File: config.mk
export PLATFORM = sky130hd
export DESIGN_NAME = radius_class_scorer_top
export DESIGN_NICKNAME = d
export VERILOG_FILES = /design/src/rtl/rcs_pkg.sv /design/src/rtl/rcs_square.sv /design/src/rtl/rcs_store.sv /design/src/rtl/rcs_tally.sv /design/src/rtl/radius_class_scorer_top.sv
export SDC_FILE = /design/constraint.sdc
export NUM_CORES = 2
export LEC_CHECK = 0
export CORE_MARGIN = 2
export CORE_UTILIZATION = 30
export DETAILED_ROUTE_END_ITERATION = 7
export DONT_BUFFER_PORTS = 1
export HOLD_SLACK_MARGIN = 0.06
export PLACE_DENSITY_LB_ADDON = 0.2
export SYNTH_ARGS = -nofsm -noshare
export SYNTH_HDL_FRONTEND = slang
export SYNTH_SLANG_ARGS = --single-unit
File: constraint.sdc
create_clock -name clk -period 20.5 [get_ports clk]
set_input_delay 2.05 -clock clk [delete_from_list [all_inputs] [get_ports clk]]
set_output_delay 2.05 -clock clk [all_outputs]
set_load 0.01 [all_outputs]
File: src/rtl/rcs_pkg.sv
`timescale 1ns / 1ps
// ----------------------------------------------------------------------------
// rcs_pkg
// Shared types and constants for the radius class scorer.
// ----------------------------------------------------------------------------
package rcs_pkg;

  localparam int DIST_W   = 40;
  localparam int MAG_BITS = 20;
  localparam int CNT_W    = 16;
  localparam int WT_W     = 16;
  localparam int FIT_W    = 34;
  localparam int PROD_W   = CNT_W + WT_W + 1;
  localparam int CFG_W    = 40;
  localparam int IDX_W    = 2;

  localparam logic [DIST_W-1:0] DIST_MAX = {DIST_W{1'b1}};
  localparam logic [CNT_W-1:0]  CNT_MAX  = {CNT_W{1'b1}};

  // 1.0 in Q2.12
  localparam logic signed [13:0] CLASS_ONE = 14'sd4096;
  localparam int CLASS_ONE_W = 14;

  // register indexes
  localparam logic [IDX_W-1:0] REG_RADIUS_SQ     = 2'd0;
  localparam logic [IDX_W-1:0] REG_HIT_WEIGHT    = 2'd1;
  localparam logic [IDX_W-1:0] REG_MISS_WEIGHT   = 2'd2;
  localparam logic [IDX_W-1:0] REG_REJECT_WEIGHT = 2'd3;

  // reset values
  localparam logic [DIST_W-1:0]      RADIUS_SQ_RST     = 40'd8388608;
  localparam logic signed [WT_W-1:0] HIT_WEIGHT_RST    = 16'sd0;
  localparam logic signed [WT_W-1:0] MISS_WEIGHT_RST   = 16'sd256;
  localparam logic signed [WT_W-1:0] REJECT_WEIGHT_RST = 16'sd256;

  // outcome codes
  localparam logic [1:0] OUT_HIT    = 2'd0;
  localparam logic [1:0] OUT_MISS   = 2'd1;
  localparam logic [1:0] OUT_REJECT = 2'd2;

  typedef struct packed {
    logic       start;
    logic [1:0] outcome;
    logic       set_end;
    logic       commit;
  } tally_ctl_t;

  typedef struct packed {
    logic busy;
    logic done;
  } tally_stat_t;

endpackage

File: src/rtl/rcs_square.sv
`timescale 1ns / 1ps
// ----------------------------------------------------------------------------
// rcs_square
// Shared saturating square-of-difference unit, one registered result a cycle.
// ----------------------------------------------------------------------------
module rcs_square #(
  parameter int W = 16
) (
  input  logic                           clk,
  input  logic signed [W-1:0]            op_a,
  input  logic signed [W-1:0]            op_b,
  output logic [rcs_pkg::DIST_W-1:0]     sq
);

  localparam int MW = (W + 1 > rcs_pkg::MAG_BITS) ? W + 1 : rcs_pkg::MAG_BITS;

  logic signed [W:0]              diff;
  logic [W:0]                     mag;
  logic [MW-1:0]                  mag_ext;
  logic [rcs_pkg::MAG_BITS-1:0]   mag_lo;
  logic                           over;

  assign diff    = (W + 1)'(op_a) - (W + 1)'(op_b);
  assign mag     = diff[W] ? (W + 1)'(-diff) : (W + 1)'(diff);
  assign mag_ext = MW'(mag);
  assign mag_lo  = mag_ext[rcs_pkg::MAG_BITS-1:0];
  assign over    = |(mag_ext >> rcs_pkg::MAG_BITS);

  always_ff @(posedge clk) begin
    if (over) begin
      sq <= rcs_pkg::DIST_MAX;
    end else begin
      sq <= rcs_pkg::DIST_W'(mag_lo) * rcs_pkg::DIST_W'(mag_lo);
    end
  end

endmodule

File: src/rtl/rcs_store.sv
`timescale 1ns / 1ps
// ----------------------------------------------------------------------------
// rcs_store
// Pattern output store: one write port, one registered read port.
// ----------------------------------------------------------------------------
module rcs_store #(
  parameter int DEPTH = 64,
  parameter int WIDTH = 16
) (
  input  logic                     clk,
  input  logic                     wr_en,
  input  logic [$clog2(DEPTH)-1:0] wr_addr,
  input  logic [WIDTH-1:0]         wr_data,
  input  logic [$clog2(DEPTH)-1:0] rd_addr,
  output logic [WIDTH-1:0]         rd_data
);

  logic [WIDTH-1:0] mem [DEPTH];

  always_ff @(posedge clk) begin
    if (wr_en) begin
      mem[wr_addr] <= wr_data;
    end
  end

  always_ff @(posedge clk) begin
    rd_data <= mem[rd_addr];
  end

endmodule

File: src/rtl/rcs_tally.sv
`timescale 1ns / 1ps
// ----------------------------------------------------------------------------
// rcs_tally
// Saturating hit / miss / reject counts and the set-end weighted sum.
// ----------------------------------------------------------------------------
module rcs_tally (
  input  logic                                   clk,
  input  logic                                   rst,
  input  rcs_pkg::tally_ctl_t                    ctl,
  output rcs_pkg::tally_stat_t                   stat,
  input  logic signed [rcs_pkg::WT_W-1:0]        hit_weight,
  input  logic signed [rcs_pkg::WT_W-1:0]        miss_weight,
  input  logic signed [rcs_pkg::WT_W-1:0]        reject_weight,
  output logic [rcs_pkg::CNT_W-1:0]              hits,
  output logic [rcs_pkg::CNT_W-1:0]              misses,
  output logic [rcs_pkg::CNT_W-1:0]              rejects,
  output logic signed [rcs_pkg::FIT_W-1:0]       fitness
);

  localparam logic [1:0] STEP_LAST = 2'd3;

  logic                                  busy;
  logic                                  set_end;
  logic [1:0]                            step;
  logic signed [rcs_pkg::PROD_W-1:0]     prod;
  logic signed [rcs_pkg::CNT_W:0]        mul_a;
  logic signed [rcs_pkg::WT_W-1:0]       mul_b;
  logic                                  finish;

  assign finish    = busy && (!set_end || step == STEP_LAST);
  assign stat.busy = busy;
  assign stat.done = finish;

  always_comb begin
    case (step)
      2'd0: begin
        mul_a = $signed({1'b0, hits});
        mul_b = hit_weight;
      end
      2'd1: begin
        mul_a = $signed({1'b0, misses});
        mul_b = miss_weight;
      end
      default: begin
        mul_a = $signed({1'b0, rejects});
        mul_b = reject_weight;
      end
    endcase
  end

  always_ff @(posedge clk) begin
    if (rst) begin
      busy    <= 1'b0;
      step    <= 2'd0;
      set_end <= 1'b0;
      hits    <= '0;
      misses  <= '0;
      rejects <= '0;
    end else begin
      if (ctl.start) begin
        busy    <= 1'b1;
        step    <= 2'd0;
        set_end <= ctl.set_end;
        case (ctl.outcome)
          rcs_pkg::OUT_HIT: begin
            if (hits != rcs_pkg::CNT_MAX) hits <= hits + 1'b1;
          end
          rcs_pkg::OUT_MISS: begin
            if (misses != rcs_pkg::CNT_MAX) misses <= misses + 1'b1;
          end
          default: begin
            if (rejects != rcs_pkg::CNT_MAX) rejects <= rejects + 1'b1;
          end
        endcase
      end else if (busy) begin
        if (finish) begin
          busy <= 1'b0;
        end else begin
          step <= step + 1'b1;
        end
      end
      if (ctl.commit && set_end) begin
        hits    <= '0;
        misses  <= '0;
        rejects <= '0;
      end
    end
  end

  // multiply, then accumulate one step later
  always_ff @(posedge clk) begin
    if (ctl.start) begin
      fitness <= '0;
    end else if (busy && set_end) begin
      prod <= mul_a * mul_b;
      if (step != 2'd0) begin
        fitness <= fitness + rcs_pkg::FIT_W'(prod);
      end
    end
  end

endmodule

File: src/rtl/radius_class_scorer_top.sv
`timescale 1ns / 1ps
// ----------------------------------------------------------------------------
// radius_class_scorer_top
// Pattern scorer: distance to target, one-hot class walk, set fitness.
// ----------------------------------------------------------------------------
// Input channel (in_valid / in_stall) carries one output/target element per
// request; last_output ends a pattern, last_pattern with it ends a set.
// Output channel (out_valid / out_stall) gives one result per pattern end.
// Config: cfg_wr_en / cfg_index / cfg_data; the user must write them only
// while idle, the block does not enforce it. Per element: accept, then the
// distance update through the shared squarer. Pattern end, n stored elements:
//   hit:      decide, then the tally, then the result register
//   otherwise a pass for the sum of squared stored values, then class
//             vectors tried one at a time, up to n, all on one squarer
//   set end:  the weighted sum on one 17x16 multiplier
// Elements may be accepted while a result waits in the output register; the
// next pattern end waits there until the receiver takes the earlier one.
// Reset clears counts, distance and element count and loads the register
// defaults; the output store needs no clearing.
// ----------------------------------------------------------------------------
module radius_class_scorer_top #(
  parameter int MAX_OUTPUTS = 64,
  parameter int VALUE_BITS  = 16
) (
  input  logic                                 clk,
  input  logic                                 rst,
  input  logic                                 cfg_wr_en,
  input  logic [rcs_pkg::IDX_W-1:0]            cfg_index,
  input  logic [rcs_pkg::CFG_W-1:0]            cfg_data,
  input  logic                                 in_valid,
  output logic                                 in_stall,
  input  logic signed [VALUE_BITS-1:0]         net_output,
  input  logic signed [VALUE_BITS-1:0]         target_value,
  input  logic                                 last_output,
  input  logic                                 last_pattern,
  output logic                                 out_valid,
  input  logic                                 out_stall,
  output logic [1:0]                           outcome,
  output logic [rcs_pkg::CNT_W-1:0]            hit_count,
  output logic [rcs_pkg::CNT_W-1:0]            miss_count,
  output logic [rcs_pkg::CNT_W-1:0]            reject_count,
  output logic signed [rcs_pkg::FIT_W-1:0]     fitness_add,
  output logic                                 set_done
);

  localparam int AW  = $clog2(MAX_OUTPUTS);
  localparam int CW  = $clog2(MAX_OUTPUTS + 1);
  localparam int OPW = (VALUE_BITS > rcs_pkg::CLASS_ONE_W) ? VALUE_BITS
                                                           : rcs_pkg::CLASS_ONE_W;
  localparam int TW  = rcs_pkg::DIST_W + CW;
  localparam logic [CW-1:0] COUNT_FULL = CW'(MAX_OUTPUTS);

  localparam logic [3:0] S_IDLE   = 4'd0;
  localparam logic [3:0] S_LOAD   = 4'd1;
  localparam logic [3:0] S_DECIDE = 4'd2;
  localparam logic [3:0] S_P1     = 4'd3;
  localparam logic [3:0] S_P2R    = 4'd4;
  localparam logic [3:0] S_P2A    = 4'd5;
  localparam logic [3:0] S_P2B    = 4'd6;
  localparam logic [3:0] S_P2C    = 4'd7;
  localparam logic [3:0] S_TALLY  = 4'd8;
  localparam logic [3:0] S_FIT    = 4'd9;
  localparam logic [3:0] S_OUT    = 4'd10;

  logic [3:0]                              state;
  logic [rcs_pkg::DIST_W-1:0]              radius_sq;
  logic signed [rcs_pkg::WT_W-1:0]         hit_weight;
  logic signed [rcs_pkg::WT_W-1:0]         miss_weight;
  logic signed [rcs_pkg::WT_W-1:0]         reject_weight;

  logic                                    accept;
  logic                                    room;
  logic [CW-1:0]                           element_count;
  logic [rcs_pkg::DIST_W-1:0]              target_distance;
  logic [rcs_pkg::DIST_W:0]                dist_sum;
  logic                                    add_pend;
  logic                                    last_out;
  logic                                    last_pat;

  logic [CW-1:0]                           idx;
  logic                                    rd_pend;
  logic                                    sq_pend;
  logic [TW-1:0]                           sum_sq;
  logic signed [VALUE_BITS-1:0]            rd_data;
  logic signed [VALUE_BITS-1:0]            s_val;
  logic [rcs_pkg::DIST_W-1:0]              a_sq;
  logic [TW:0]                             cand;
  logic [1:0]                              result;

  logic signed [OPW-1:0]                   op_a;
  logic signed [OPW-1:0]                   op_b;
  logic [rcs_pkg::DIST_W-1:0]              sq;

  logic                                    out_free;
  rcs_pkg::tally_ctl_t                     tctl;
  rcs_pkg::tally_stat_t                    tstat;
  logic [rcs_pkg::CNT_W-1:0]               t_hits;
  logic [rcs_pkg::CNT_W-1:0]               t_misses;
  logic [rcs_pkg::CNT_W-1:0]               t_rejects;
  logic signed [rcs_pkg::FIT_W-1:0]        t_fitness;

  assign in_stall = (state != S_IDLE);
  assign accept   = in_valid && !in_stall;
  assign room     = (element_count < COUNT_FULL);
  assign out_free = !out_valid || !out_stall;
  assign dist_sum = {1'b0, target_distance} + {1'b0, sq};
  // class i distance = sum of all squares - own square + square against 1.0
  assign cand     = (TW + 1)'(sum_sq) + (TW + 1)'(sq) - (TW + 1)'(a_sq);

  always_comb begin
    case (state)
      S_P1, S_P2A: begin
        op_a = '0;
        op_b = OPW'(rd_data);
      end
      S_P2B: begin
        op_a = OPW'(rcs_pkg::CLASS_ONE);
        op_b = OPW'(s_val);
      end
      default: begin
        op_a = OPW'(target_value);
        op_b = OPW'(net_output);
      end
    endcase
  end

  rcs_square #(
    .W (OPW)
  ) u_square (
    .clk  (clk),
    .op_a (op_a),
    .op_b (op_b),
    .sq   (sq)
  );

  rcs_store #(
    .DEPTH (MAX_OUTPUTS),
    .WIDTH (VALUE_BITS)
  ) u_store (
    .clk     (clk),
    .wr_en   (accept && room),
    .wr_addr (element_count[AW-1:0]),
    .wr_data (net_output),
    .rd_addr (idx[AW-1:0]),
    .rd_data (rd_data)
  );

  always_comb begin
    tctl.start   = (state == S_TALLY);
    tctl.outcome = result;
    tctl.set_end = last_pat;
    tctl.commit  = (state == S_OUT) && out_free;
  end

  rcs_tally u_tally (
    .clk           (clk),
    .rst           (rst),
    .ctl           (tctl),
    .stat          (tstat),
    .hit_weight    (hit_weight),
    .miss_weight   (miss_weight),
    .reject_weight (reject_weight),
    .hits          (t_hits),
    .misses        (t_misses),
    .rejects       (t_rejects),
    .fitness       (t_fitness)
  );

  // configuration registers
  always_ff @(posedge clk) begin
    if (rst) begin
      radius_sq     <= rcs_pkg::RADIUS_SQ_RST;
      hit_weight    <= rcs_pkg::HIT_WEIGHT_RST;
      miss_weight   <= rcs_pkg::MISS_WEIGHT_RST;
      reject_weight <= rcs_pkg::REJECT_WEIGHT_RST;
    end else if (cfg_wr_en) begin
      case (cfg_index)
        rcs_pkg::REG_RADIUS_SQ:     radius_sq     <= cfg_data[rcs_pkg::DIST_W-1:0];
        rcs_pkg::REG_HIT_WEIGHT:    hit_weight    <= cfg_data[rcs_pkg::WT_W-1:0];
        rcs_pkg::REG_MISS_WEIGHT:   miss_weight   <= cfg_data[rcs_pkg::WT_W-1:0];
        rcs_pkg::REG_REJECT_WEIGHT: reject_weight <= cfg_data[rcs_pkg::WT_W-1:0];
        default: ;
      endcase
    end
  end

  // read pipeline of the first pass: address, store data, square
  always_ff @(posedge clk) begin
    if (rst) begin
      rd_pend <= 1'b0;
      sq_pend <= 1'b0;
    end else begin
      rd_pend <= (state == S_P1) && (idx < element_count);
      sq_pend <= rd_pend;
    end
  end

  always_ff @(posedge clk) begin
    if (state == S_DECIDE) begin
      sum_sq <= '0;
    end else if (sq_pend) begin
      sum_sq <= sum_sq + TW'(sq);
    end
    if (state == S_P2A) s_val <= rd_data;
    if (state == S_P2B) a_sq  <= sq;
  end

  always_ff @(posedge clk) begin
    if (rst) begin
      state           <= S_IDLE;
      element_count   <= '0;
      target_distance <= '0;
      add_pend        <= 1'b0;
      last_out        <= 1'b0;
      last_pat        <= 1'b0;
      idx             <= '0;
      result          <= rcs_pkg::OUT_HIT;
      out_valid       <= 1'b0;
    end else begin
      if (out_valid && !out_stall && state != S_OUT) out_valid <= 1'b0;
      case (state)
        S_IDLE: begin
          if (accept) begin
            add_pend <= room;
            last_out <= last_output;
            last_pat <= last_pattern;
            if (room) element_count <= element_count + 1'b1;
            state <= S_LOAD;
          end
        end
        S_LOAD: begin
          if (add_pend) begin
            target_distance <= dist_sum[rcs_pkg::DIST_W] ? rcs_pkg::DIST_MAX
                                                         : dist_sum[rcs_pkg::DIST_W-1:0];
          end
          state <= last_out ? S_DECIDE : S_IDLE;
        end
        S_DECIDE: begin
          idx <= '0;
          if (target_distance < radius_sq) begin
            result <= rcs_pkg::OUT_HIT;
            state  <= S_TALLY;
          end else begin
            state <= S_P1;
          end
        end
        S_P1: begin
          if (idx < element_count) begin
            idx <= idx + 1'b1;
          end else if (!rd_pend && !sq_pend) begin
            idx   <= '0;
            state <= S_P2R;
          end
        end
        S_P2R: state <= S_P2A;
        S_P2A: state <= S_P2B;
        S_P2B: state <= S_P2C;
        S_P2C: begin
          if (cand < (TW + 1)'(radius_sq)) begin
            result <= rcs_pkg::OUT_MISS;
            state  <= S_TALLY;
          end else if (idx + CW'(1) == element_count) begin
            result <= rcs_pkg::OUT_REJECT;
            state  <= S_TALLY;
          end else begin
            idx   <= idx + 1'b1;
            state <= S_P2R;
          end
        end
        S_TALLY: state <= S_FIT;
        S_FIT: begin
          if (tstat.done) state <= S_OUT;
        end
        S_OUT: begin
          if (out_free && !tstat.busy) begin
            out_valid       <= 1'b1;
            element_count   <= '0;
            target_distance <= '0;
            state           <= S_IDLE;
          end
        end
        default: state <= S_IDLE;
      endcase
    end
  end

  // result register
  always_ff @(posedge clk) begin
    if (state == S_OUT && out_free) begin
      outcome      <= result;
      hit_count    <= t_hits;
      miss_count   <= t_misses;
      reject_count <= t_rejects;
      fitness_add  <= t_fitness;
      set_done     <= last_pat;
    end
  end

endmodule
==> results.json <==
{
  "viasPerCell": 4.89,
  "grt-ovfl-total": 0,
  "firstDrtPassIters": 5,
  "finalCritPeriodShare": 0.629,
  "finalWeightedCongestion": 0.856,
  "path_class": "reg -> reg",
  "dpl_cell_area_mm2": 0.0901,
  "ys_ff_latch": 1527,
  "grt_pass1_vias": 53900,
  "die_h_um": 537,
  "slowest_stage": "xor2_2",
  "num-fill-cells": 27900,
  "r2r_slack_ns": 7.61,
  "wl_met1_um": 109000,
  "synth_edf_count": 1191,
  "vias": 52300,
  "fin_nets": 7821,
  "synthToLayoutAreaGrowth_pct": 12.1,
  "drv_slew": 0,
  "rr_startpoint": "state[0]",
  "worstReg2RegEnd": "u_square.sq[33]",
  "fmax_mhz": 77.6,
  "highest_layer": "met5",
  "hold_end": "s_val[4]",
  "io_pins": 168,
  "synth_async_sr_flop_share": 0,
  "final_area_mm2": 0.0956,
  "fin_hold_ws_ns": 0.442,
  "worst-r2r-cell-count": 38,
  "design.die.area_mm2": 0.289,
  "fin_util": 0.338,
  "grt_pass1_wl_um": 356000,
  "htreeDepth": 4,
  "synth_area_leaders": "edfxtp_1, fa_1, mux4_2",
  "die_x_um": 537,
  "cpPeakStageDelay_ns": 0.82,
  "crit_fanout": 31,
  "grt_setup_unrepaired": "false",
  "clk_pin_slew_worst_paths_ns": 0.06,
  "rows": 195,
  "cts_tree": "yes",
  "arrival_ns": 13.56,
  "drt-initial-drc-count": 3571,
  "syn-instance-count": 6760,
  "postCtsHoldBufs": 0,
  "synth_top_area_frac": 0.419,
  "start_util": 0.302,
  "hold_path.class": "reg -> reg",
  "synth.avg_cell_area_um2": 12.6,
  "cp_num_buf_inv": 4,
  "crit_family": "adder cells",
  "multi_input_area_mm2": 0.0390,
  "cts_resized": 0,
  "register_area_mm2": 0.0425,
  "cts.path.max_buffers": 4,
  "setup_viol": 0,
  "fp.coreArea_mm2": 0.283,
  "cts_sinks": 1527,
  "place.port_buffers": 0,
  "ys_seq_area_frac": 0.498,
  "crit_path_start_kind": "flop",
  "ys_top_cells_by_count": "edfxtp_1, inv_1, nand2_1, ha_1, nor2_1",
  "hold_viol": 0,
  "hpwl_um": 170000,
  "wire_per_inst_um": 22.3,
  "worst_ep_required_time_ns": 21.17,
  "synth_ff_type": "edfxtp_1",
  "drc": 0,
  "yosysTopAreaCell": "edfxtp_1",
  "worst-slew-pin-transition_ns": 1.11,
  "grt_max_degree": 154,
  "synthDistinctLibCells": 98,
  "outcome": "finished clean",
  "yosysMostFrequentCell": "edfxtp_1",
  "skew_ns": 0.0751,
  "drt-total-wl_um": 239000,
  "cts_buffers": 174,
  "track_usage": 0.164,
  "ant_nets": 0,
  "antenna_found_initial": 25,
  "wl_met2_um": 113000,
  "endpoint_kind": "flop",
  "fin_crit_ns": 12.89,
  "relSlewSlack": 0.252,
  "final.setup.tns_ns": 0,
  "synthesis.area_mm2": 0.0853,
  "clockRootBuffer": "clkbuf_16",
  "drive_above_1_share": 0.109,
  "synth_warnings": 0,
  "startpoint": "state[0]",
  "post-cts-setup-buffers": 0,
  "cp_common_cell": "fa_1",
  "maxCapViolations": 0,
  "wl_met3_um": 11300,
  "min-delay-start": "u_store.rd_data[4]",
  "min_delay_path_depth": 0,
  "worstSkewPairLatency_ns": 0.84
}
==> metrics by stage <==
step,cells,setup WS [ns]
6_report,10700,7.61
5_1_grt,10700,6.43
4_1_cts,10700,7.52
3_5_place_dp,10400,7.59
3_3_place_gp,10400,7.84
2_1_floorplan,6770,9.04
==> layer usage <==
metal,GRT usage,vias up
met5,0,-
met4,0.0398,8
met3,0.0249,293
met2,0.272,1112
met1,0.225,26600
li1,-,24300
==> layout by cell type, fill, tap and decap left out, types with 41 or more instances in the layout <==
master        n
edfxtp_1   1191
inv_1       776
nand2_1     612
ha_1        497
nor2_1      468
fa_1        421
a21oi_1     417
mux4_2      336
dfxtp_1     332
clkbuf_16   176
xnor2_1     167
a21o_1      144
o21ai_0     121
buf_4       118
nand3_1     106
xor2_1      105
nor3_1       59
nand2b_1     55
and3_1       50
a22o_1       48
and2_1       48
a211oi_1     44
o21bai_1     43
nand4_1      42
clkinv_1     41
==> worst reg2reg max path, delay by kind of cell (launching register included) <==
kind / cells / cell delay, ns
adder cells (fa/ha/maj): 8 / 3.89
AND/OR/NAND/NOR: 10 / 3.62
AO/OA/AOI/OAI: 13 / 3.20
XOR/XNOR: 3 / 1.16
flip-flops: 1 / 0.58
buffers and inverters: 4 / 0.34
==> cell families after synthesis <==
| logic type | synth area share |
|---|---|
| and+or+nand+nor | 0.0834 |
| DFF | 0.498 |
| AOI/OAI and AO/OA | 0.0802 |
| buffers and inverters | 0.0453 |
| adders and majority gates | 0.172 |
| muxes | 0.0925 |
| xor gates and xnor gates | 0.0284 |
| other | 0.0000881 |
==> layout make-up <==
class | instances | share of cell area
sequential | 1527 | 0.445
multi-input combinational | 4218 | 0.408
tap | 3743 | 0.0490
clock buffer | 220 | 0.0486
inverter | 782 | 0.0307
timing repair buffer | 119 | 0.00948
clock inverter | 86 | 0.00889
antenna | 12 | 0.000314
==> flip-flops by register name, indices dropped and copies added, names as in the netlist, 33 cells and up <==
signal,cells
u_square.sq,33
u_tally.prod,33
sum_sq,47
target_distance,40
u_tally.fitness,34
u_store.mem,1024
fitness_add,34
a_sq,33
radius_sq,40
==> worst max path at each step <==
stage,cells after the start,end
after floorplan,46,u_square.sq[33]
after global placement,42,u_square.sq[33]
after detailed placement,41,u_square.sq[33]
after CTS,41,u_square.sq[33]
after global routing,42,u_square.sq[33]
final,38,u_square.sq[33]
Power is not shown: default switching activity piles up to over one toggle a cycle in this logic, so the estimate is an artifact.
